File: src/sv/gapr_pkg.sv
package gapr_pkg;

  // Bank geometry: one bank is 16 KiB, so a CPU address splits into slot and offset
  localparam int unsigned BANK_BYTES  = 16384;
  localparam int unsigned WITHIN_W    = $clog2(BANK_BYTES);
  localparam int unsigned BANK_NUM_W  = 3;
  localparam int unsigned PHYS_W      = BANK_NUM_W + WITHIN_W;

  // Item kinds on the input channel
  localparam logic [1:0] FUNC_GA_WRITE = 2'd0;
  localparam logic [1:0] FUNC_XLATE    = 2'd1;
  localparam logic [1:0] FUNC_ROM_SEL  = 2'd2;

  // Gate array command codes, top two bits of the command byte
  localparam logic [1:0] GA_PEN_PTR = 2'b00;
  localparam logic [1:0] GA_PEN_SET = 2'b01;
  localparam logic [1:0] GA_MODE    = 2'b10;
  localparam logic [1:0] GA_BANK    = 2'b11;

  // Result target codes
  localparam logic [1:0] TGT_RAM    = 2'd0;
  localparam logic [1:0] TGT_LOWROM = 2'd1;
  localparam logic [1:0] TGT_UPROM  = 2'd2;
  localparam logic [1:0] TGT_NONE   = 2'd3;

  // Configuration register indexes
  localparam logic CFG_EXTRA_RAM = 1'b0;
  localparam logic CFG_ROM_MASK  = 1'b1;

  localparam logic [4:0] BORDER_PEN = 5'd16;

  // Decoded operation handed from front to back
  typedef enum logic [2:0] {
    OP_NONE,
    OP_PEN_PTR,
    OP_PEN_SET,
    OP_MODE,
    OP_BANK,
    OP_XLATE,
    OP_ROM_SEL
  } gapr_op_e;

  typedef struct packed {
    logic [1:0]  func;
    logic [7:0]  data;
    logic [15:0] cpu_address;
    logic        is_write;
    logic [3:0]  rom_number;
  } gapr_in_t;

  typedef struct packed {
    logic [1:0]  target;
    logic [16:0] mem_offset;
    logic [3:0]  rom_index;
    logic        pen_written;
    logic [4:0]  pen_index;
    logic [5:0]  pen_colour;
    logic [1:0]  screen_mode;
    logic        palette_changed;
    logic        irq_ack;
  } gapr_out_t;

  typedef struct packed {
    gapr_op_e    op;
    logic [7:0]  data;
    logic [1:0]  slot;
    logic [WITHIN_W-1:0] bank_ofs;
    logic        is_write;
    logic [3:0]  rom_number;
  } gapr_cmd_t;

  // Bank number for a given map and CPU slot
  function automatic logic [BANK_NUM_W-1:0] bank_lookup(input logic [2:0] map,
                                                        input logic [1:0] slot);
    logic [BANK_NUM_W-1:0] bank;
    bank = 3'd0;
    unique case (map)
      3'd0: bank = {1'b0, slot};
      3'd1: bank = (slot == 2'd3) ? 3'd7 : {1'b0, slot};
      3'd2: bank = {1'b1, slot};
      3'd3: begin
        case (slot)
          2'd1:    bank = 3'd3;
          2'd3:    bank = 3'd7;
          default: bank = {1'b0, slot};
        endcase
      end
      default: bank = (slot == 2'd1) ? map : {1'b0, slot};
    endcase
    return bank;
  endfunction

endpackage

File: src/sv/gapr_front.sv
module gapr_front (
  input  logic              in_valid_i,
  input  gapr_pkg::gapr_in_t in_word_i,
  input  logic              q_full_i,
  output logic              in_stall_o,
  output logic              push_o,
  output gapr_pkg::gapr_cmd_t cmd_o
);
  import gapr_pkg::*;

  // Hold off the source while the queue has no room
  assign in_stall_o = q_full_i;
  assign push_o     = in_valid_i && !q_full_i;

  // Classify the incoming word
  always_comb begin
    cmd_o.op         = OP_NONE;
    cmd_o.data       = in_word_i.data;
    cmd_o.slot       = in_word_i.cpu_address[15:WITHIN_W];
    cmd_o.bank_ofs   = in_word_i.cpu_address[WITHIN_W-1:0];
    cmd_o.is_write   = in_word_i.is_write;
    cmd_o.rom_number = in_word_i.rom_number;
    unique case (in_word_i.func)
      FUNC_GA_WRITE: begin
        unique case (in_word_i.data[7:6])
          GA_PEN_PTR: cmd_o.op = OP_PEN_PTR;
          GA_PEN_SET: cmd_o.op = OP_PEN_SET;
          GA_MODE:    cmd_o.op = OP_MODE;
          default:    cmd_o.op = OP_BANK;
        endcase
      end
      FUNC_XLATE:   cmd_o.op = OP_XLATE;
      FUNC_ROM_SEL: cmd_o.op = OP_ROM_SEL;
      default:      cmd_o.op = OP_NONE;
    endcase
  end

endmodule

File: src/sv/gapr_queue.sv
module gapr_queue #(
  parameter int unsigned DEPTH = 2
) (
  input  logic                clk_i,
  input  logic                rst_ni,
  input  logic                push_i,
  input  gapr_pkg::gapr_cmd_t push_cmd_i,
  output logic                full_o,
  output logic                valid_o,
  input  logic                pop_i,
  output gapr_pkg::gapr_cmd_t pop_cmd_o
);
  import gapr_pkg::*;

  localparam int unsigned PTR_W = (DEPTH > 1) ? $clog2(DEPTH) : 1;
  localparam int unsigned CNT_W = $clog2(DEPTH + 1);
  localparam logic [PTR_W-1:0] LAST = PTR_W'(DEPTH - 1);
  localparam logic [CNT_W-1:0] FULL = CNT_W'(DEPTH);

  gapr_cmd_t        mem_q [DEPTH];
  logic [PTR_W-1:0] wr_ptr_q, wr_ptr_d;
  logic [PTR_W-1:0] rd_ptr_q, rd_ptr_d;
  logic [CNT_W-1:0] count_q, count_d;

  assign full_o    = (count_q == FULL);
  assign valid_o   = (count_q != '0);
  assign pop_cmd_o = mem_q[rd_ptr_q];

  // Advance pointers and occupancy
  always_comb begin
    wr_ptr_d = wr_ptr_q;
    rd_ptr_d = rd_ptr_q;
    count_d  = count_q;
    if (push_i) begin
      wr_ptr_d = (wr_ptr_q == LAST) ? '0 : wr_ptr_q + PTR_W'(1);
    end
    if (pop_i) begin
      rd_ptr_d = (rd_ptr_q == LAST) ? '0 : rd_ptr_q + PTR_W'(1);
    end
    if (push_i && !pop_i) begin
      count_d = count_q + CNT_W'(1);
    end else if (!push_i && pop_i) begin
      count_d = count_q - CNT_W'(1);
    end
  end

  always_ff @(posedge clk_i or negedge rst_ni) begin
    if (!rst_ni) begin
      wr_ptr_q <= '0;
      rd_ptr_q <= '0;
      count_q  <= '0;
    end else begin
      wr_ptr_q <= wr_ptr_d;
      rd_ptr_q <= rd_ptr_d;
      count_q  <= count_d;
    end
  end

  // Store the pushed word
  always_ff @(posedge clk_i) begin
    if (push_i) begin
      mem_q[wr_ptr_q] <= push_cmd_i;
    end
  end

endmodule

File: src/sv/gapr_back.sv
module gapr_back (
  input  logic                clk_i,
  input  logic                rst_ni,
  input  logic                cfg_we_i,
  input  logic                cfg_index_i,
  input  logic [15:0]         cfg_wdata_i,
  input  logic                q_valid_i,
  input  gapr_pkg::gapr_cmd_t cmd_i,
  output logic                pop_o,
  output logic                out_valid_o,
  output gapr_pkg::gapr_out_t out_word_o,
  input  logic                out_stall_i
);
  import gapr_pkg::*;

  logic        extra_ram_q;
  logic [15:0] rom_mask_q;
  logic [4:0]  pen_ptr_q, pen_ptr_d;
  logic [1:0]  mode_q, mode_d;
  logic        lower_on_q, lower_on_d;
  logic        upper_on_q, upper_on_d;
  logic [2:0]  bank_map_q, bank_map_d;
  logic [3:0]  rom_sel_q, rom_sel_d;
  logic        out_valid_q;
  gapr_out_t   out_word_q;
  gapr_out_t   res;

  // Take the next word whenever the output register is free or draining
  assign pop_o       = q_valid_i && (!out_valid_q || !out_stall_i);
  assign out_valid_o = out_valid_q;
  assign out_word_o  = out_word_q;

  // Carry out the command against the current state
  always_comb begin
    pen_ptr_d  = pen_ptr_q;
    mode_d     = mode_q;
    lower_on_d = lower_on_q;
    upper_on_d = upper_on_q;
    bank_map_d = bank_map_q;
    rom_sel_d  = rom_sel_q;
    res        = '0;
    res.target = TGT_NONE;
    unique case (cmd_i.op)
      OP_PEN_PTR: pen_ptr_d = cmd_i.data[4:0];
      OP_PEN_SET: begin
        res.pen_colour      = {1'b0, cmd_i.data[4:0]} + 6'd1;
        res.pen_index       = pen_ptr_q[4] ? BORDER_PEN : {1'b0, pen_ptr_q[3:0]};
        res.pen_written     = 1'b1;
        res.palette_changed = 1'b1;
      end
      OP_MODE: begin
        lower_on_d          = !cmd_i.data[2];
        upper_on_d          = !cmd_i.data[3];
        mode_d              = cmd_i.data[1:0];
        res.palette_changed = (cmd_i.data[1:0] != mode_q);
        res.irq_ack         = cmd_i.data[4];
      end
      OP_BANK: bank_map_d = extra_ram_q ? cmd_i.data[2:0] : 3'd0;
      OP_XLATE: begin
        // Reads of the ROM windows go to ROM while enabled; all else to RAM
        if (!cmd_i.is_write && cmd_i.slot == 2'd0 && lower_on_q) begin
          res.target     = TGT_LOWROM;
          res.mem_offset = PHYS_W'(cmd_i.bank_ofs);
        end else if (!cmd_i.is_write && cmd_i.slot == 2'd3 && upper_on_q) begin
          res.target     = TGT_UPROM;
          res.mem_offset = PHYS_W'(cmd_i.bank_ofs);
        end else begin
          res.target     = TGT_RAM;
          res.mem_offset = {bank_lookup(bank_map_q, cmd_i.slot), cmd_i.bank_ofs};
        end
      end
      OP_ROM_SEL: rom_sel_d = cmd_i.rom_number;
      default: ;
    endcase
    res.screen_mode = mode_d;
    // Fall back to ROM 0 when the selected upper ROM is absent
    res.rom_index   = rom_mask_q[rom_sel_d] ? rom_sel_d : 4'd0;
  end

  // Hold state, configuration and the output valid flag
  always_ff @(posedge clk_i or negedge rst_ni) begin
    if (!rst_ni) begin
      extra_ram_q <= 1'b1;
      rom_mask_q  <= 16'h0001;
      pen_ptr_q   <= '0;
      mode_q      <= '0;
      lower_on_q  <= 1'b1;
      upper_on_q  <= 1'b1;
      bank_map_q  <= '0;
      rom_sel_q   <= '0;
      out_valid_q <= 1'b0;
    end else begin
      if (cfg_we_i) begin
        unique case (cfg_index_i)
          CFG_EXTRA_RAM: extra_ram_q <= cfg_wdata_i[0];
          default:       rom_mask_q  <= cfg_wdata_i;
        endcase
      end
      if (pop_o) begin
        pen_ptr_q  <= pen_ptr_d;
        mode_q     <= mode_d;
        lower_on_q <= lower_on_d;
        upper_on_q <= upper_on_d;
        bank_map_q <= bank_map_d;
        rom_sel_q  <= rom_sel_d;
      end
      if (pop_o) begin
        out_valid_q <= 1'b1;
      end else if (!out_stall_i) begin
        out_valid_q <= 1'b0;
      end
    end
  end

  // Load the result word
  always_ff @(posedge clk_i) begin
    if (pop_o) begin
      out_word_q <= res;
    end
  end

endmodule

File: src/sv/gate_array_palette_and_ram_banking.sv
// Palette and RAM banking gate array.
// Input channel (in_valid_i / in_stall_o / in_word_i) takes one word a cycle while in_stall_o is low:
// a gate array command byte, a CPU address to translate, or an upper ROM
// select. Each word gives exactly one result word on the output channel
// (out_valid_o / out_stall_i / out_word_o), in order.
// A front stage decodes the word into a small command queue; the back stage
// executes it against the palette, mode, ROM enable and bank map state and
// loads a registered result.
// Without stalls, a word goes through the queue and then the result register.
// The back stage takes one word per cycle while the receiver does not stall.
// When the receiver stalls, the result register holds, the queue fills and
// in_stall_o rises once QUEUE_DEPTH words wait; no word is lost.
// Reset empties the queue and output, restores mode 0, bank map 0, pen
// pointer 0, both ROMs enabled, upper ROM 0, extra RAM present and only
// upper ROM 0 present. Configuration writes (cfg_we_i) take effect at once
// and must be made while the block is idle; the block does not enforce it.
module gate_array_palette_and_ram_banking #(
  parameter int unsigned QUEUE_DEPTH = 2
) (
  input  logic                clk_i,
  input  logic                rst_ni,
  input  logic                in_valid_i,
  input  gapr_pkg::gapr_in_t  in_word_i,
  output logic                in_stall_o,
  output logic                out_valid_o,
  output gapr_pkg::gapr_out_t out_word_o,
  input  logic                out_stall_i,
  input  logic                cfg_we_i,
  input  logic                cfg_index_i,
  input  logic [15:0]         cfg_wdata_i
);
  import gapr_pkg::*;

  logic      push;
  logic      q_full;
  logic      q_valid;
  logic      pop;
  gapr_cmd_t push_cmd;
  gapr_cmd_t pop_cmd;

  gapr_front u_front (
    .in_valid_i (in_valid_i),
    .in_word_i  (in_word_i),
    .q_full_i   (q_full),
    .in_stall_o (in_stall_o),
    .push_o     (push),
    .cmd_o      (push_cmd)
  );

  gapr_queue #(
    .DEPTH (QUEUE_DEPTH)
  ) u_queue (
    .clk_i      (clk_i),
    .rst_ni     (rst_ni),
    .push_i     (push),
    .push_cmd_i (push_cmd),
    .full_o     (q_full),
    .valid_o    (q_valid),
    .pop_i      (pop),
    .pop_cmd_o  (pop_cmd)
  );

  gapr_back u_back (
    .clk_i       (clk_i),
    .rst_ni      (rst_ni),
    .cfg_we_i    (cfg_we_i),
    .cfg_index_i (cfg_index_i),
    .cfg_wdata_i (cfg_wdata_i),
    .q_valid_i   (q_valid),
    .cmd_i       (pop_cmd),
    .pop_o       (pop),
    .out_valid_o (out_valid_o),
    .out_word_o  (out_word_o),
    .out_stall_i (out_stall_i)
  );

endmodule
File: config.mk
export PLATFORM = sky130hd
export DESIGN_NAME = gate_array_palette_and_ram_banking
export DESIGN_NICKNAME = d
export VERILOG_FILES = /design/src/sv/gapr_pkg.sv /design/src/sv/gapr_front.sv /design/src/sv/gapr_queue.sv /design/src/sv/gapr_back.sv /design/src/sv/gate_array_palette_and_ram_banking.sv
export SDC_FILE = /design/constraint.sdc
export NUM_CORES = 1
export LEC_CHECK = 0
export BUFFER_PORTS_ARGS = -buffer_cell sky130_fd_sc_hd__buf_2
export CORE_ASPECT_RATIO = 2
export CORE_MARGIN = 2
export CORE_UTILIZATION = 45
export CTS_CLUSTER_SIZE = 40
export DETAILED_ROUTE_END_ITERATION = 8
export HOLD_SLACK_MARGIN = 0.15
export PLACE_DENSITY = 0.72
export REMOVE_ABC_BUFFERS = 1
export SLEW_MARGIN = 25
export SYNTH_ARGS = -nofsm -noshare
export SYNTH_HDL_FRONTEND = slang
export SYNTH_HIERARCHICAL = 1
export SYNTH_SLANG_ARGS = --single-unit
File: constraint.sdc
create_clock -name clk_i -period 5.5 [get_ports clk_i]
set_input_delay 1.1 -clock clk_i [delete_from_list [all_inputs] [get_ports clk_i]]
set_output_delay 1.1 -clock clk_i [all_outputs]
set_load 0.005 [all_outputs]
==> results_dict.tcl, run 1 <==
set metrics [dict create \
    status "completed" \
    cts_max_path_buffers 2 \
    grt_usage_pct 14.72 \
    met1_usage_pct 16.20 \
    avgSynthCellArea_um2 15.02 \
    worst_pin_slew_ns 0.9770 \
    final_nets 537 \
    hold_path_depth 2 \
    cp_slowest_cell "dfrtp_2" \
    hp-start "u_back/upper_on_q$_DFFE_PN1P_" \
    grt_pass1_wl_mm 16.23 \
    whs_ns 0.4827 \
    fin_crit_ns 2.930 \
    slew_headroom_pct 34.87 \
    setup_tns_ns 0 \
    critical_path.startpoint_type "register" \
    min_to "u_back/upper_on_q$_DFFE_PN1P_" \
    layout-drive-gt1-share_pct 38.65 \
    num_io_pins 94 \
    cts_tree "done" \
    power_density_nw_per_um2 537.2 \
    fin_skew_ns 0.01159 \
    crit_path_end_kind "register" \
    critPathMaxStageDelay_ns 1.01 \
    critPathMaxFanout 30 \
    start_util_pct 45.66 \
    crit_required_ns 5.76 \
    die-area_um2 14480 \
    worstPathArrival_ns 3.19 \
    placement.io_buffers 92 \
    grt-ovfl-total 0 \
    slew_violations 0 \
    rsz0062_at_grt "no" \
    hold_buffers 0 \
    diodes 0 \
    netlist_area_um2 6067 \
    gr-usage-met3_pct 6.029 \
    setup_violations 0 \
    post-route-period-util_pct 53.28 \
    wl_per_cell_um 15.42 \
    viasPerCell 5.064 \
    min_path_type "reg2reg" \
    dr.pass1.iters 4 \
    num_vias 3261 \
    clkSinkCount 135 \
    insertion_delay_ns 0.40 \
    syn_inst 404 \
    gp_congestion 0.8434 \
    max_freq_mhz 341.3 \
    dp.cells 613 \
    setup.worst_path.class "reg2reg" \
    path_cells "mux2_4 -> and4b_1 -> a21o_1 -> a211oi_1 -> o32a_1 -> a21boi_1" \
    grt_max_degree 39 \
    syn2layout_area_growth_pct 14.46 \
    drc 0 \
    rr_startpoint "u_queue/rd_ptr_q$_DFFE_PN0P_" \
    hold_violations 0 \
    r2r_end "u_back/out_word_o[16]$_SDFFCE_PN0P_" \
    die_h_um 168.2 \
    rr_worst_depth 6 \
    post_cts_buffers 0 \
    use_met2_pct 25.11 \
    cts_buffers 17 \
    routed_wl_mm 9.933 \
    yosys_warnings 6 \
    r2r_slack_ns 2.57 \
    top_usage_layer "met2" \
    htreeDepth 4 \
    coreArea_um2 13290 \
    leakage_uw 0.002888 \
    dp_hpwl_mm 6.692 \
    utilization_pct 52.26 \
    grt_pass1_vias 3367 \
    p_total_uw 3730 \
    fp-row-count 60 \
    clk_pin_slew_ns 0.06 \
    post_cts_resized 0 \
    ant_nets 0 \
    cts_root_buf "clkbuf_16" \
    drt_iter0_drc 118 \
    layout.cells.non_filler 644 \
    antenna_found_initial 0 \
    maxCapViolCount 0 \
    ir_worst_vdd_v 0.0003739 \
    die-width_um 86.11 \
]
[registers in the layout, summed over array words and instances, names as in the netlist, 2 cells and up]
| name | cells |
|---|---|
| u_queue/mem_q | 58 |
| u_back/out_word_o | 39 |
| u_back/rom_mask_q | 16 |
| u_back/pen_ptr_q | 5 |
| u_back/rom_sel_q | 4 |
| u_back/bank_map_q | 3 |
| u_back/mode_q | 2 |
| u_queue/count_q | 2 |
[per-layer routing]
layer | part of all wire [%] | wire length, µm
met1 | 41 | 4074
met2 | 53 | 5262
met3 | 5.1 | 507
met4 | 0.90 | 89
met5 | 0 | 0
[report_power, final]
part | total (µW) | internal (µW) | switching [µW]
clock network | 992 | 610 | 383
registers | 1670 | 1480 | 189
logic | 1060 | 533 | 532
[worst max-delay path by stage]
stage	cells after the start	endpoint	from
after floorplan	3	u_back/pen_ptr_q[0]$_DFFE_PN0P_	out_stall_i
after global placement	6	u_back/out_word_o[17]$_SDFFCE_PN0P_	u_queue/rd_ptr_q$_DFFE_PN0P_
after detailed placement	6	u_back/out_word_o[16]$_SDFFCE_PN0P_	u_queue/rd_ptr_q$_DFFE_PN0P_
after CTS	6	u_back/out_word_o[16]$_SDFFCE_PN0P_	u_queue/rd_ptr_q$_DFFE_PN0P_
after global routing	6	u_back/out_word_o[17]$_SDFFCE_PN0P_	u_queue/rd_ptr_q$_DFFE_PN0P_
final	6	u_back/out_word_o[16]$_SDFFCE_PN0P_	u_queue/rd_ptr_q$_DFFE_PN0P_
[critical path, delay by kind of cell, from the launching register on]
kind,cells,cell delay (ns)
flip-flops,1,1.01
AO/OA/AOI/OAI,4,0.94
AND/OR/NAND/NOR,1,0.43
multiplexers,1,0.40
[metrics by stage]
| step | setup slack, ns | area [µm²] |
|---|---|---|
| after floorplan | 1.062 | 5733 |
| after global placement | 2.594 | 6422 |
| after detailed placement | 2.540 | 6422 |
| after CTS | 2.509 | 6944 |
| after global routing | 2.394 | 6944 |
| final | 2.570 | 6944 |
[layout make-up]
type / instances / area [µm²]
fill: 1131 / 6344
sequential: 135 / 3870
multi-input combinational: 212 / 1819
timing repair buffer: 94 / 475.5
clock buffer: 20 / 436.7
tap: 155 / 193.9
clock inverter: 11 / 85.08
inverter: 17 / 63.81
[cells in the final DEF (no fill, tap or decap), types with 5 or more instances in the layout]
cell and instances:
a21oi_1 5, edfxtp_1 97, mux2i_1 6, mux2_2 31, nor2_1 12, ha_1 7
nor2b_1 5, buf_2 92, xor2_1 7, inv_1 16, a211oi_1 13, dfrtp_1 33
nand2_1 19, mux2_4 26, and2_1 21, clkbuf_16 17, o21ai_0 10
No activity file was read; power rests on OpenSTA's default activity.
==> run 2: changes to the inputs <==
PLACE_DENSITY = 0.75   (was 0.72)
clock period = 2.4 ns   (was 5.5 ns; I/O delays follow)
==> run 2 against run 1 <==
Against the previous run: largest cell class unchanged; clock skew decreased by 0.0044 ns; maximum frequency up 27%; critical endpoint unchanged; sequential power rose by 120%; routed wire length up 5.1%; design area up 3.9%.
==> results_dict.tcl, run 2 (same netlist as run 1, synthesis figures left out) <==
set metrics [dict create \
    dp_hpwl_mm 7.079 \
    p_comb_share_pct 29.4 \
    max_freq_mhz 432.1 \
    stdcell_area_um2 7218 \
    htreeDepth 4 \
    syn2layout_area_growth_pct 18.97 \
    largest_reg_flops 58 \
    power_density_nw_per_um2 1287 \
    diodes 0 \
    fp-row-count 60 \
    num_vias 3388 \
    setup_violations 0 \
    layout_common_cells "edfxtp_1 (97), buf_2 (92), dfrtp_1 (33)" \
    wl_per_cell_um 15.78 \
    layout_commonest_cell "edfxtp_1" \
    grt_pass1_vias 3439 \
    clkSinkCount 135 \
    drc 0 \
    setup.worst_path.class "reg2reg" \
    grt_max_degree 36 \
    p_sw_share_pct 29.09 \
    status "completed" \
    cts_root_buf "clkbuf_16" \
    die-area_um2 14480 \
    die_h_um 168.2 \
    crit_path_end_kind "register" \
    start_util_pct 45.66 \
    grt_pass1_wl_mm 16.88 \
    placement.io_buffers 92 \
    clk_pin_slew_ns 0.06 \
    worstPathArrival_ns 2.46 \
    power_frac_seq_pct 40.1 \
    num_io_pins 94 \
    coreArea_um2 13290 \
    layout-drive-gt1-share_pct 41.81 \
    fin_skew_ns 0.007234 \
    critical_path.startpoint_type "register" \
    placed_area_um2 6548 \
    cts_buffers 17 \
    regMostFlops "u_queue/mem_q" \
    gp_congestion 0.8428 \
    switching_power_uw 2702 \
    leakage_uw 0.003029 \
    slew_headroom_pct 54.99 \
    routed_wl_mm 10.44 \
    critPathMaxFanout 8 \
    cts_max_path_buffers 2 \
    maxCapViolCount 0 \
    ir_worst_vdd_v 0.0007006 \
    pwr-share-clk_pct 30.5 \
    cts_tree "done" \
    whs_ns 0.2555 \
    insertion_delay_ns 0.41 \
    intPower_uw 6588 \
    nFillCells 1081 \
    final_nets 554 \
    dr.pass1.iters 4 \
    crit_required_ns 2.55 \
    min_path_type "in2reg" \
    hold_violations 0 \
    slew_violations 0 \
    grt_usage_pct 15.38 \
    rsz0062_at_grt "no" \
    post-route-period-util_pct 96.44 \
    worst_pin_slew_ns 0.6752 \
    fin_crit_ns 2.314 \
    antenna_found_initial 0 \
    grt-ovfl-total 0 \
    ant_nets 0 \
    viasPerCell 5.118 \
    drt_iter0_drc 155 \
    die-width_um 86.11 \
]
[run 2: final timing paths]
path,cells after the start,slack (ns),end,startpoint
hold / removal,1,0.26,u_queue/mem_q[0][8]$_DFFE_PP_,in_word_i[8]
setup reg to reg,7,0.09,u_back/out_word_o[16]$_SDFFCE_PN0P_,u_queue/rd_ptr_q$_DFFE_PN0P_
max in group asynchronous,3,1.20,u_back/rom_mask_q[2]$_DFFE_PN0P_,rst_ni
setup / recovery,7,0.09,u_back/out_word_o[16]$_SDFFCE_PN0P_,u_queue/rd_ptr_q$_DFFE_PN0P_
hold reg to reg,2,0.49,u_back/lower_on_q$_DFFE_PN1P_,u_back/lower_on_q$_DFFE_PN1P_
min in group asynchronous,2,0.65,u_back/rom_mask_q[12]$_DFFE_PN0P_,rst_ni
[run 2: layout make-up]
class / instances / area (µm²) / area share [%]
Inverter: 17 / 63.81 / 0.8840
Clock inverter: 15 / 225.2 / 3.120
Timing Repair Buffer: 111 / 618.1 / 8.563
Tap cell: 155 / 193.9 / 2.687
Clock buffer: 17 / 425.4 / 5.894
Sequential cell: 135 / 3870 / 53.61
Multi-Input combinational cell: 212 / 1822 / 25.24
[run 2: routing by layer]
layer,wire (µm),up-vias,track usage [%]
met5,0,-,0
met4,118,0,6.211
met3,499,9,4.461
met2,5558,91,26.15
met1,4268,1650,17.92
li1,-,1638,-
[run 2: critical path, stage by stage, from the launching register on]
cell and delay [ns]:
dfrtp_2 0.47, mux2_4 0.36, and4b_1 0.41, buf_4 0.17, a211oi_2 0.04, a211oi_1 0.24, o32a_1 0.27, a21boi_1 0.10
[run 2: what timing repair did]
| item | CTS | global route |
|---|---|---|
| gates resized for setup | 0 | 2 |
| hold buffers | 1 | 0 |
| buffers inserted | 0 | 1 |
| setup endpoints to repair | 0 | 2 |
| endpoints found under the hold margin | 23 | 0 |
[run 2: metrics by stage]
step / total power, µW / instances / worst slack [ns] / util (%) / TNS [ns]
global route: 9802 / 662 / 0.01333 / 54.32 / 0
global placement: 6411 / 628 / 0.1002 / 49.28 / 0
detailed placement: 6488 / 628 / 0.06036 / 49.28 / 0
finish: 9290 / 662 / 0.08551 / 54.32 / 0
CTS: 9378 / 661 / 0.004366 / 54.25 / 0
floorplan: 5530 / 364 / -1.466 / - / -61.96
[run 2: power by group through the flow]
stage	combinational, µW	sequential (µW)	clock (µW)
floorplan	1690	3840	0
global placement	2660	3750	0
detailed placement	2710	3780	0
CTS	2750	3740	2890
global route	2990	3800	3010
finish	2730	3720	2830
